[src/design/tat_pkg.sv]
// ----------------------------------------------------------------------------
// Typed argument tokenizer package
// Shared types, codes and character constants of the tokenizer.
// ----------------------------------------------------------------------------
package tat_pkg;

	localparam int MAX_ARGS_DEF = 16;
	localparam int MAX_LEN_DEF = 256;
	localparam logic [4:0] MAX_ARGS_RESET = 5'd16;

	localparam logic [7:0] CH_NUL = 8'h00;
	localparam logic [7:0] CH_TAB = 8'h09;
	localparam logic [7:0] CH_SPACE = 8'h20;
	localparam logic [7:0] CH_QUOTE = 8'h22;
	localparam logic [7:0] CH_COMMA = 8'h2C;
	localparam logic [7:0] CH_DOT = 8'h2E;
	localparam logic [7:0] CH_ZERO = 8'h30;
	localparam logic [7:0] CH_NINE = 8'h39;
	localparam logic [7:0] CH_F = 8'h46;
	localparam logic [7:0] CH_T = 8'h54;
	localparam logic [7:0] CH_BACKSLASH = 8'h5C;

	localparam logic [1:0] TY_STRING = 2'd0;
	localparam logic [1:0] TY_INT = 2'd1;
	localparam logic [1:0] TY_FLOAT = 2'd2;
	localparam logic [1:0] TY_BOOL = 2'd3;

	localparam logic [2:0] ST_ARG = 3'd0;
	localparam logic [2:0] ST_TOO_MANY = 3'd1;
	localparam logic [2:0] ST_BAD = 3'd2;
	localparam logic [2:0] ST_END = 3'd3;
	localparam logic [2:0] ST_TOO_LONG = 3'd4;

	typedef enum logic [2:0] {
		MODE_IDLE,
		MODE_STRING,
		MODE_NUMBER,
		MODE_FLOAT,
		MODE_BOOLEAN,
		MODE_TAIL
	} mode_t;

	typedef struct packed {
		mode_t       mode;
		logic [7:0]  tok_start;
		logic [7:0]  tok_len;
		logic        after_bs;
		logic        stopped;
		logic [1:0]  tail_type;
	} tok_t;

	typedef struct packed {
		logic [3:0]  arg_index;
		logic [1:0]  arg_type;
		logic [7:0]  start_offset;
		logic [7:0]  content_length;
		logic [2:0]  status;
		logic        list_done;
	} res_t;

	localparam tok_t TOK_RESET = '{
		mode: MODE_IDLE,
		tok_start: 8'd0,
		tok_len: 8'd0,
		after_bs: 1'b0,
		stopped: 1'b0,
		tail_type: TY_STRING
	};

endpackage

[src/design/tat_step.sv]
// ----------------------------------------------------------------------------
// Tokenizer step logic
// Next state and optional result for one character, from the current state.
// ----------------------------------------------------------------------------
module tat_step import tat_pkg::*; #(
	parameter int MAX_ARGS = MAX_ARGS_DEF,
	parameter int MAX_LEN = MAX_LEN_DEF,
	localparam int AW = $clog2(MAX_ARGS + 1),
	localparam int PW = $clog2(MAX_LEN + 1)
) (
	input  logic [7:0]    sym,
	input  logic [4:0]    max_args,
	input  tok_t          tok,
	input  logic [AW-1:0] count,
	input  logic [PW-1:0] pos,
	output tok_t          tok_nxt,
	output logic [AW-1:0] count_nxt,
	output logic [PW-1:0] pos_nxt,
	output logic          res_valid,
	output res_t          res
);

	localparam int LW = (AW > 5) ? AW : 5;
	localparam logic [LW-1:0] ARGS_CAP = LW'(MAX_ARGS);
	localparam logic [PW-1:0] LEN_CAP = PW'(MAX_LEN);

	logic            blank;
	logic            digit;
	logic            close;
	logic [LW-1:0]   limit;
	logic            do_fail;
	logic [2:0]      fail_code;
	logic            do_fin;
	logic [1:0]      fin_type;
	logic            step;
	logic            restart;
	logic [1:0]      cur_type;
	logic [7:0]      len_grown;

	assign blank = (sym == CH_SPACE) || (sym == CH_TAB);
	assign digit = sym inside {[CH_ZERO:CH_NINE]};
	assign close = (sym == CH_NUL) || (sym == CH_COMMA);
	assign limit = (LW'(max_args) > ARGS_CAP) ? ARGS_CAP : LW'(max_args);
	assign len_grown = (tok.tok_len == 8'hFF) ? tok.tok_len : tok.tok_len + 8'd1;

	always_comb begin
		tok_nxt = tok;
		count_nxt = count;
		pos_nxt = pos;
		res_valid = 1'b0;
		res = '0;
		do_fail = 1'b0;
		fail_code = ST_BAD;
		do_fin = 1'b0;
		fin_type = TY_STRING;
		step = 1'b0;
		restart = 1'b0;
		cur_type = TY_BOOL;

		if (tok.stopped) begin
			restart = (sym == CH_NUL);
		end else if (pos >= LEN_CAP) begin
			do_fail = 1'b1;
			fail_code = ST_TOO_LONG;
		end else begin
			case (tok.mode)
				MODE_IDLE: begin
					if (sym == CH_NUL) begin
						res_valid = 1'b1;
						res.arg_index = 4'(count);
						res.start_offset = 8'(pos);
						res.status = ST_END;
						res.list_done = 1'b1;
						restart = 1'b1;
					end else if (blank) begin
						step = 1'b1;
					end else if (sym == CH_QUOTE) begin
						tok_nxt.mode = MODE_STRING;
						tok_nxt.tok_start = 8'(pos) + 8'd1;
						tok_nxt.tok_len = 8'd0;
						tok_nxt.after_bs = 1'b0;
						step = 1'b1;
					end else if (digit || sym == CH_T || sym == CH_F) begin
						tok_nxt.mode = digit ? MODE_NUMBER : MODE_BOOLEAN;
						tok_nxt.tok_start = 8'(pos);
						tok_nxt.tok_len = 8'd1;
						step = 1'b1;
					end else begin
						do_fail = 1'b1;
					end
				end
				MODE_STRING: begin
					if (sym == CH_NUL) begin
						do_fail = 1'b1;
					end else if (tok.after_bs) begin
						tok_nxt.tok_len = len_grown;
						tok_nxt.after_bs = 1'b0;
						step = 1'b1;
					end else if (sym == CH_BACKSLASH) begin
						tok_nxt.tok_len = len_grown;
						tok_nxt.after_bs = 1'b1;
						step = 1'b1;
					end else if (sym == CH_QUOTE) begin
						tok_nxt.mode = MODE_TAIL;
						tok_nxt.tail_type = TY_STRING;
						step = 1'b1;
					end else begin
						tok_nxt.tok_len = len_grown;
						step = 1'b1;
					end
				end
				MODE_NUMBER, MODE_FLOAT, MODE_BOOLEAN: begin
					if (tok.mode == MODE_NUMBER) begin
						cur_type = TY_INT;
					end else if (tok.mode == MODE_FLOAT) begin
						cur_type = TY_FLOAT;
					end
					if (close) begin
						do_fin = 1'b1;
						fin_type = cur_type;
					end else if (blank) begin
						tok_nxt.mode = MODE_TAIL;
						tok_nxt.tail_type = cur_type;
						step = 1'b1;
					end else if (tok.mode == MODE_BOOLEAN || digit) begin
						tok_nxt.tok_len = len_grown;
						step = 1'b1;
					end else if (tok.mode == MODE_NUMBER && sym == CH_DOT) begin
						tok_nxt.mode = MODE_FLOAT;
						tok_nxt.tok_len = len_grown;
						step = 1'b1;
					end else begin
						do_fail = 1'b1;
					end
				end
				MODE_TAIL: begin
					if (close) begin
						do_fin = 1'b1;
						fin_type = tok.tail_type;
					end else if (!blank) begin
						do_fail = 1'b1;
					end else begin
						step = 1'b1;
					end
				end
				default: begin
					do_fail = 1'b1;
				end
			endcase
		end

		if (do_fin) begin
			if (LW'(count) >= limit) begin
				do_fail = 1'b1;
				fail_code = ST_TOO_MANY;
			end else begin
				res_valid = 1'b1;
				res.arg_index = 4'(count);
				res.arg_type = fin_type;
				res.start_offset = tok.tok_start;
				res.content_length = tok.tok_len;
				res.status = ST_ARG;
				res.list_done = (sym == CH_NUL);
				if (sym == CH_NUL) begin
					restart = 1'b1;
				end else begin
					count_nxt = count + AW'(1);
					tok_nxt.mode = MODE_IDLE;
					tok_nxt.tok_len = 8'd0;
					step = 1'b1;
				end
			end
		end

		if (do_fail) begin
			res_valid = 1'b1;
			res = '0;
			res.arg_index = 4'(count);
			res.start_offset = 8'(pos);
			res.status = fail_code;
			res.list_done = 1'b1;
			if (sym == CH_NUL) begin
				restart = 1'b1;
			end else begin
				tok_nxt.stopped = 1'b1;
			end
		end

		if (step) begin
			pos_nxt = pos + PW'(1);
		end

		if (restart) begin
			tok_nxt = TOK_RESET;
			count_nxt = '0;
			pos_nxt = '0;
		end
	end

endmodule

[src/design/typed_argument_tokenizer.sv]
// ----------------------------------------------------------------------------
// Typed argument tokenizer
// An accepted character is registered in the input stage; its result is registered at the output when
// the input stage advances. Throughput: one character per cycle while the output is not stalled.
// Reset clears the parser to the start of a list and max_args to 16.
// Configuration writes are taken in every cycle.
// ----------------------------------------------------------------------------
module typed_argument_tokenizer import tat_pkg::*; #(
	parameter int MAX_ARGS = MAX_ARGS_DEF,
	parameter int MAX_LEN = MAX_LEN_DEF
) (
	input  logic       clk,
	input  logic       arst_n,
	input  logic       cfg_valid,
	output logic       cfg_ready,
	input  logic [4:0] max_args,
	input  logic       in_valid,
	output logic       in_stall,
	input  logic [7:0] symbol,
	output logic       out_valid,
	input  logic       out_stall,
	output logic [3:0] arg_index,
	output logic [1:0] arg_type,
	output logic [7:0] start_offset,
	output logic [7:0] content_length,
	output logic [2:0] status,
	output logic       list_done
);

	localparam int AW = $clog2(MAX_ARGS + 1);
	localparam int PW = $clog2(MAX_LEN + 1);

	logic [4:0]    max_args_q;
	logic [7:0]    sym_s1;
	logic          valid_s1;
	tok_t          tok_q;
	tok_t          tok_nxt;
	logic [AW-1:0] count_q;
	logic [AW-1:0] count_nxt;
	logic [PW-1:0] pos_q;
	logic [PW-1:0] pos_nxt;
	logic          res_valid;
	res_t          res;
	res_t          res_q;
	logic          out_valid_q;
	logic          adv;

	assign cfg_ready = 1'b1;
	assign adv = valid_s1 && (!out_valid_q || !out_stall);
	assign in_stall = valid_s1 && !adv;

	tat_step #(
		.MAX_ARGS(MAX_ARGS),
		.MAX_LEN(MAX_LEN)
	) u_step (
		.sym(sym_s1),
		.max_args(max_args_q),
		.tok(tok_q),
		.count(count_q),
		.pos(pos_q),
		.tok_nxt(tok_nxt),
		.count_nxt(count_nxt),
		.pos_nxt(pos_nxt),
		.res_valid(res_valid),
		.res(res)
	);

	always_ff @(posedge clk or negedge arst_n) begin
		if (!arst_n) begin
			max_args_q <= MAX_ARGS_RESET;
			valid_s1 <= 1'b0;
			tok_q <= TOK_RESET;
			count_q <= '0;
			pos_q <= '0;
			out_valid_q <= 1'b0;
		end else begin
			if (cfg_valid && cfg_ready) begin
				max_args_q <= max_args;
			end
			if (in_valid && !in_stall) begin
				valid_s1 <= 1'b1;
			end else if (adv) begin
				valid_s1 <= 1'b0;
			end
			if (adv) begin
				tok_q <= tok_nxt;
				count_q <= count_nxt;
				pos_q <= pos_nxt;
			end
			if (adv && res_valid) begin
				out_valid_q <= 1'b1;
			end else if (!out_stall) begin
				out_valid_q <= 1'b0;
			end
		end
	end

	always_ff @(posedge clk) begin
		if (in_valid && !in_stall) begin
			sym_s1 <= symbol;
		end
		if (adv && res_valid) begin
			res_q <= res;
		end
	end

	assign out_valid = out_valid_q;
	assign arg_index = res_q.arg_index;
	assign arg_type = res_q.arg_type;
	assign start_offset = res_q.start_offset;
	assign content_length = res_q.content_length;
	assign status = res_q.status;
	assign list_done = res_q.list_done;

	a_stall_needs_item: assert property (@(posedge clk) disable iff (!arst_n)
		in_stall |-> valid_s1)
		else $error("input stalled with the input stage empty");

	a_hold_state: assert property (@(posedge clk) disable iff (!arst_n)
		!adv |=> $stable(pos_q) && $stable(count_q))
		else $error("parser state moved without a character");

	a_count_bound: assert property (@(posedge clk) disable iff (!arst_n)
		count_q <= AW'(MAX_ARGS))
		else $error("argument count beyond its limit");

	a_list_closed: assert property (@(posedge clk) disable iff (!arst_n)
		adv && res_valid && res.list_done |=>
			(pos_q == '0 && count_q == '0) || tok_q.stopped)
		else $error("list not closed after a closing result");

endmodule
[config.mk]
export PLATFORM = sky130hd
export DESIGN_NAME = typed_argument_tokenizer
export DESIGN_NICKNAME = d
export VERILOG_FILES = /design/src/design/tat_pkg.sv /design/src/design/tat_step.sv /design/src/design/typed_argument_tokenizer.sv
export SDC_FILE = /design/constraint.sdc
export NUM_CORES = 1
export LEC_CHECK = 0
export BUFFER_PORTS_ARGS = -buffer_cell sky130_fd_sc_hd__buf_2
export CAP_MARGIN = 20
export CORE_MARGIN = 2
export CORE_UTILIZATION = 58
export DETAILED_ROUTE_END_ITERATION = 10
export GPL_TIMING_DRIVEN = 0
export HOLD_SLACK_MARGIN = 0.08
export PLACE_DENSITY_LB_ADDON = 0.05
export SYNTH_ARGS = -nofsm -noshare
export SYNTH_HDL_FRONTEND = slang
export SYNTH_HIERARCHICAL = 1
export SYNTH_SLANG_ARGS = --single-unit
[constraint.sdc]
create_clock -name clk -period 8.15 [get_ports clk]
set_input_delay 0.4075 -clock clk [delete_from_list [all_inputs] [get_ports clk]]
set_output_delay 0.4075 -clock clk [all_outputs]
set_load 0.02 [all_outputs]
# Word-level counts from Yosys, hierarchy flattened
# Index checks and enable logic that the tools add are counted.
[classes] bitwise_logic=1 shift=0 div=0 reduce_logical=36 multipliers=0 order_cmp=5 eq_ne=29 n_addsub=4 muxes=134
[ops] op="two-way mux 8 bit" n=15
[ops] op="two-way mux 20 bit" n=4
[ops] op="two-way mux 26 bit" n=3
[ops] op="two-way mux 1 bit" n=56
[ops] op="two-way mux 3 bit" n=17
[ops] op="two-way mux 19 bit" n=2
[ops] op="two-way mux 9 bit" n=4
[ops] op="equality test 8 x 6 -> 1 bit (second input constant)" n=4
[ops] op="two-way mux 4 bit" n=7
[ops] op="two-way mux 2 bit" n=13
[ops] op="two-way mux 5 bit" n=5
[ops] op="equality test 8 x 7 -> 1 bit (second input constant)" n=3
[ops] op="case mux 8 bit (3 select lines)" n=1
[ops] op="two-way mux 23 bit" n=1
[ops] op="adder 8 x 1 -> 8 bit (second input constant)" n=2
[ops] op="inequality test 3 x 2 -> 1 bit (second input constant)" n=4
[ops] op="inequality test 2 x 1 -> 1 bit (second input constant)" n=5
[ops] op="AND reduction 10 bit" n=1
[ops] op="nonzero test 2 bit" n=5
[ops] op="adder 9 x 1 -> 9 bit (second input constant)" n=1
[ops] op="greater-or-equal comparator 9 bit (second input constant)" n=1
[ops] op="inequality test 3 x 1 -> 1 bit (second input constant)" n=3
[ops] op="case mux 3 bit (3 select lines)" n=1
[ops] op="nonzero test 3 bit" n=3
[ops] op="29 further kinds" n=48
[totals] rom_bits=0 latch_bits=0 elab_cells=227 memories=0 mem_bits_rw=0 regBits=78 input_bits=18 output_inout_bits=29

# Longest topological paths before layout
[logic_depth] ltp_word=16 depth_mapped=12 depth_no_buf=11

# Cells and area by module
# The synthesis kept the hierarchy.
[by_module_without_submodules] mod="typed_argument_tokenizer" cells_each=135 n_inst=1 seq_area_each_um2=2123.3 area_each_um2=2840.2
[by_module_without_submodules] mod="tat_step" cells_each=345 n_inst=1 seq_area_each_um2=0.0 area_each_um2=2145.8

# Worst setup path after synthesis
# OpenSTA, ideal clock, no wires.
[synth_timing] path_type="register to register" start="reg tok_q[21] in the netlist's numbering" end="reg res_q, in the netlist arg_index[0] (enable)" setup_ps=418 path_stages_with_launch=10 n_path_buf=1 synth_period_minus_slack_ps=3917 arrival_time_ps=3499 setup_slack_ps=4233 t_required_ps=7732 cell_sequence="dfrtp_1 -> clkbuf_1 -> inv_1 -> ha_1 -> or3b_2 -> a2111oi_4 -> nor2_1 -> inv_1 -> nand2_1 -> a21oi_1"
[synth_via] elab_chain_cells=13 word_cells_on_any_way=29 classes_between="eq/ne (5); mux (18); reduce/logical (6)"
[synth_rtl] item="start, declared" line_no="typed_argument_tokenizer.sv:36" text="tok_t tok_q;"
[synth_rtl] item="start signal, assigned" line_no="typed_argument_tokenizer.sv:86" text="tok_q <= tok_nxt;"
[synth_rtl] item="equality test 3 x 2 -> 1 bit" line_no="tat_step.sv:66, tat_step.sv:128"
[synth_rtl] item="logical AND 1 bit" line_no="tat_step.sv:128" text="end else if (tok.mode == MODE_NUMBER && sym == CH_DOT) begin"
[synth_rtl] item="two-way mux 1 bit" line_no="tat_step.sv:128"
[synth_rtl] item="two-way mux 1 bit" line_no="tat_step.sv:125" text="end else if (tok.mode == MODE_BOOLEAN || digit) begin"
[synth_rtl] item="two-way mux 1 bit" line_no="tat_step.sv:121" text="end else if (blank) begin"
[synth_rtl] item="two-way mux 1 bit" line_no="tat_step.sv:118" text="if (close) begin"
[synth_rtl] item="case mux 1 bit (4 select lines)" line_no="tat_step.sv:66" text="case (tok.mode)"
[synth_rtl] item="two-way mux 1 bit" line_no="tat_step.sv:62" text="end else if (pos >= LEN_CAP) begin"
[synth_rtl] item="two-way mux 1 bit" line_no="tat_step.sv:60" text="if (tok.stopped) begin"
[synth_rtl] item="two-way mux 1 bit" line_no="tat_step.sv:153" text="if (LW'(count) >= limit) begin"
[synth_rtl] item="two-way mux 1 bit" line_no="tat_step.sv:152" text="if (do_fin) begin"
[synth_rtl] item="two-way mux 1 bit *" line_no="tat_step.sv:175" text="if (do_fail) begin"
[synth_rtl] item="via res_valid" line_no="typed_argument_tokenizer.sv:42" text="logic res_valid;"
[synth_rtl] item="logical AND 1 bit *" line_no="typed_argument_tokenizer.sv:102" text="if (adv && res_valid) begin"
[synth_rtl] item="end signal, assigned" line_no="typed_argument_tokenizer.sv:103" text="res_q <= res;"
[synth_rtl] item="end, declared" line_no="typed_argument_tokenizer.sv:44" text="res_t res_q;"
# The timed path passes the listed nets; every way through them passes the cells marked *.
# A chain may end at the register's enable or synchronous reset.

# Final worst setup path
[layout_timing] start="reg tok_q[21] in the netlist's numbering" end="reg pos_q[1]"
[layout_via] word_cells_on_any_way=43 classes_between="eq/ne (5); mux (31); reduce/logical (7)"
[layout_lines] item="equality test 3 x 2 -> 1 bit" line_no="tat_step.sv:66, tat_step.sv:128"
[layout_lines] item="logical AND 1 bit" line_no="tat_step.sv:128"
[layout_lines] item="two-way mux 1 bit" line_no="tat_step.sv:128"
[layout_lines] item="two-way mux 1 bit" line_no="tat_step.sv:125"
[layout_lines] item="two-way mux 1 bit" line_no="tat_step.sv:121"
[layout_lines] item="two-way mux 1 bit" line_no="tat_step.sv:118"
[layout_lines] item="case mux 1 bit (4 select lines)" line_no="tat_step.sv:66"
[layout_lines] item="two-way mux 1 bit" line_no="tat_step.sv:62"
[layout_lines] item="two-way mux 1 bit" line_no="tat_step.sv:60"
[layout_lines] item="two-way mux 1 bit" line_no="tat_step.sv:153"
[layout_lines] item="two-way mux 1 bit" line_no="tat_step.sv:152"
[layout_lines] item="two-way mux 1 bit *" line_no="tat_step.sv:175"
[layout_lines] item="two-way mux 9 bit *" line_no="tat_step.sv:193" text="if (restart) begin"
[layout_lines] item="via pos_nxt[1]" line_no="typed_argument_tokenizer.sv:41" text="logic [PW-1:0] pos_nxt;"
[layout_lines] item="end signal, assigned" line_no="typed_argument_tokenizer.sv:88" text="pos_q <= pos_nxt;"
[layout_lines] item="end, declared" line_no="typed_argument_tokenizer.sv:40" text="logic [PW-1:0] pos_q;"
# Marked as above.

==> qor.yml <==
r2r_start: "tok_q[21]$_DFFE_PN0P_"
critical_path_class: "reg -> reg"
io-pin-count: 47
cts_tree: "done"
yosys_warnings: 6
fin_crit_sh: 0.514
hp-class: "in -> reg"
rsz0062_at_grt: "no"
slew_viol_final: 0
ir_drop_uv: 83.9
synth.largest_area_cell: "dfrtp_1"
grt.overflow.total: 0
final_cells: 649
whs_path_depth: 1
grt_use_met1: 0.350
cts.sinks: 78
top_usage_layer: "met2"
synth_ff_type: "dfrtp_1"
drt_first_pass_iters: 5
clkLatencyLatePin_ns: 0.36
grt_max_degree: 45
syn_inst: 480
cts_root_buf: "clkbuf_8"
drt-initial-drc-count: 291
ys_types: 74
synth_area_leaders: "dfrtp_1 (22%), edfxtp_1 (20%), mux2_4 (9.0%)"
ys_ff_latch: 78
clockBufferDepth: 2
diodes: 0
io_buffers: 45
cp_data_arrival_time_ns: 4.44
rows: 33
grt_pass1_wl_um: 19300
max-cap-violations: 0
cts_inserted_buffers: 9
yosysSeqAreaShare: 0.426
syn_avg_cell_area_sq_um: 10.4
ant_nets: 0
cp_max_fo: 10
worst_pin_slew_ns: 0.843
setup_tns_ns: 0
totalWireLength_um: 11600
drive_gt1_frac: 0.244
synth_async_sr_flop_share: 0.564
power_density_mw_per_mm2: 181
synth_top_area_frac: 0.216
rr_worst_depth: 12
finClkSkew_ns: 0.0152
core_sq_mm: 0.00826
synth-edff-count: 34
leakage_nw: 2.38
use_met2: 0.397
htree_levels: 3
setup_violations: 0
die_area_sq_mm: 0.00935
drc: 0
relSlewSlack: 0.432
timing.rr.end: "pos_q[1]$_DFFE_PN0P_"
clk_pin_slew_ns: 0.09
hold_viol_final: 0
vias: 3992
worstPathRequired_ns: 8.40
use_met3: 0.0455
cp-end-kind: "register"
worstPathCellList: "clkbuf_1, inv_1, ha_1, or3b_2, a2111oi_4, o211ai_2, nor2_1, nand3b_1, buf_4, mux2i_1, nor2_1, mux2_4"
synth.top_cells.by_count: "nor2_1 (46), dfrtp_1 (43), nand2_1 (36)"
hpwlAfterDp_um: 7960
place_congestion: 0.939
slowest_stage: "or3b_2"
die_h_um: 96.7
cpPeakStageDelay_ns: 0.50
initial_core_util: 0.604
wl_per_cell_um: 17.8
min_to: "sym_s1[2]$_DFFE_PP_"
synthesis.area_sq_mm: 0.00499
status: "completed"
synth_fp_nets: 511
grt_pass1_vias: 3889
antenna_found_initial: 0
fp.dieW_um: 96.7
final_nets: 570
min-delay-start: "symbol[2]"
cp_common_cell: "nor2_1"
yosysMostFrequentCell: "nor2_1"
cts_resized: 0
layout_min_cycle_time_ns: 4.19
dp.cells: 631
cp-start-kind: "register"
vias_per_cell: 6.15
r2r_slack_ns: 3.96
timing.fmax_mhz: 239
grtUsageTotal: 0.253
area_growth_pct: 12.4
## metrics by stage
step                instance area (sq um)   util  worst slack, ns  hold WS (ns)  total power (W)
floorplan                            4990      -             4.23         0.112         0.000649
global placement                     5340  0.647             3.22         0.487         0.000698
detailed placement                   5360  0.649             4.08         0.496         0.000706
global route                         5610  0.679             3.78         0.204          0.00106
CTS                                  5570  0.674             4.05         0.209          0.00101
finish                               5610  0.679             3.96         0.215          0.00101
## state kept, by name, summed over array words and instances, names as in the netlist
name and count:
valid_s1 1, status 3, list_done 1, pos_q 9
arg_index 4, arg_type 2, start_offset 8, max_args_q 5
sym_s1 8, content_length 8, count_q 5, tok_q 23
out_valid 1
## repair_timing
action                    4_1_cts  5_1_grt
hold endpoints to repair        0        8
hold buffers                    0        1
buffers inserted                0        0
## layout by cell type (no fill, tap or decap), types with 3 or more instances in the layout
cell type and count:
a311oi_1 3, a211oi_1 11, o22ai_1 3, a22o_1 9, o21ai_0 25, nand2_1 36
xor2_1 6, buf_4 4, nor2_1 46, and2_1 13, nand2b_1 7, nor3_1 13
clkbuf_1 10, nand3b_1 4, dfrtp_1 43, or3_1 5, nand3_1 17, buf_2 48
inv_1 12, buf_12 3, a31oi_1 5, nor2b_1 8, ha_1 13, mux2i_1 5
mux2_4 30, mux2_2 12, xnor2_1 4, edfxtp_1 34, a21oi_1 26, and3_1 9
o221ai_1 3, clkbuf_8 10, nand4_1 7, a21o_1 3
## metal layers
layer  wire (um)  up-vias
li1            -     1893
met1        5190     1909
met2        5410      173
met3         754       17
met4         201        0
met5           0        -
## critical path, delay by kind of cell (launching register included)
kind,cells,cell delay (ns)
buf+inv,3,0.77
simple gates,4,1.16
fa+ha+maj,1,0.33
compound gates,2,0.87
flops,1,0.49
mux,2,0.47
## power by group
group | switching [W] | total (W) | internal, W
clock network | 0.000155 | 0.000307 | 0.000152
registers | 0.0000329 | 0.000472 | 0.000439
logic | 0.000126 | 0.000233 | 0.000107
## cells by family after synthesis
kind of cell / after synthesis / share of synthesized area
simple gates: 178 / 0.185
other cells: 1 / 0.000752
compound gates: 117 / 0.167
xor+xnor: 10 / 0.0176
flops: 78 / 0.426
buf+inv: 36 / 0.0437
mux: 47 / 0.127
fa+ha+maj: 13 / 0.0326
## worst max-delay path by stage
| stage | cells after the start | endpoint | from | slack (ns) |
|---|---|---|---|---|
| after CTS | 10 | count_q[1]$_DFFE_PN0P_ | tok_q[21]$_DFFE_PN0P_ | 4.05 |
| after global routing | 10 | count_q[3]$_DFFE_PN0P_ | tok_q[21]$_DFFE_PN0P_ | 3.78 |
| after detailed placement | 12 | pos_q[1]$_DFFE_PN0P_ | tok_q[21]$_DFFE_PN0P_ | 4.08 |
| final | 12 | pos_q[1]$_DFFE_PN0P_ | tok_q[21]$_DFFE_PN0P_ | 3.96 |
| after floorplan | 9 | arg_index[0]$_DFFE_PP_ | tok_q[21]$_DFFE_PN0P_ | 4.23 |
| after global placement | 9 | content_length[7]$_DFFE_PP_ | tok_q[21]$_DFFE_PN0P_ | 3.22 |
## final cells by class
| cell class | instances | area (sq um) |
|---|---|---|
| fillers | 636 | 2650 |
| multi-input cells | 366 | 2650 |
| flip-flops and latches | 78 | 2120 |
| repair buffers | 48 | 278 |
| plain buffers | 23 | 169 |
| clock buffers | 10 | 138 |
| well taps | 105 | 131 |
| clock inverters | 6 | 68.8 |
| inverters | 13 | 48.8 |
(Power assumes the default switching activity.)
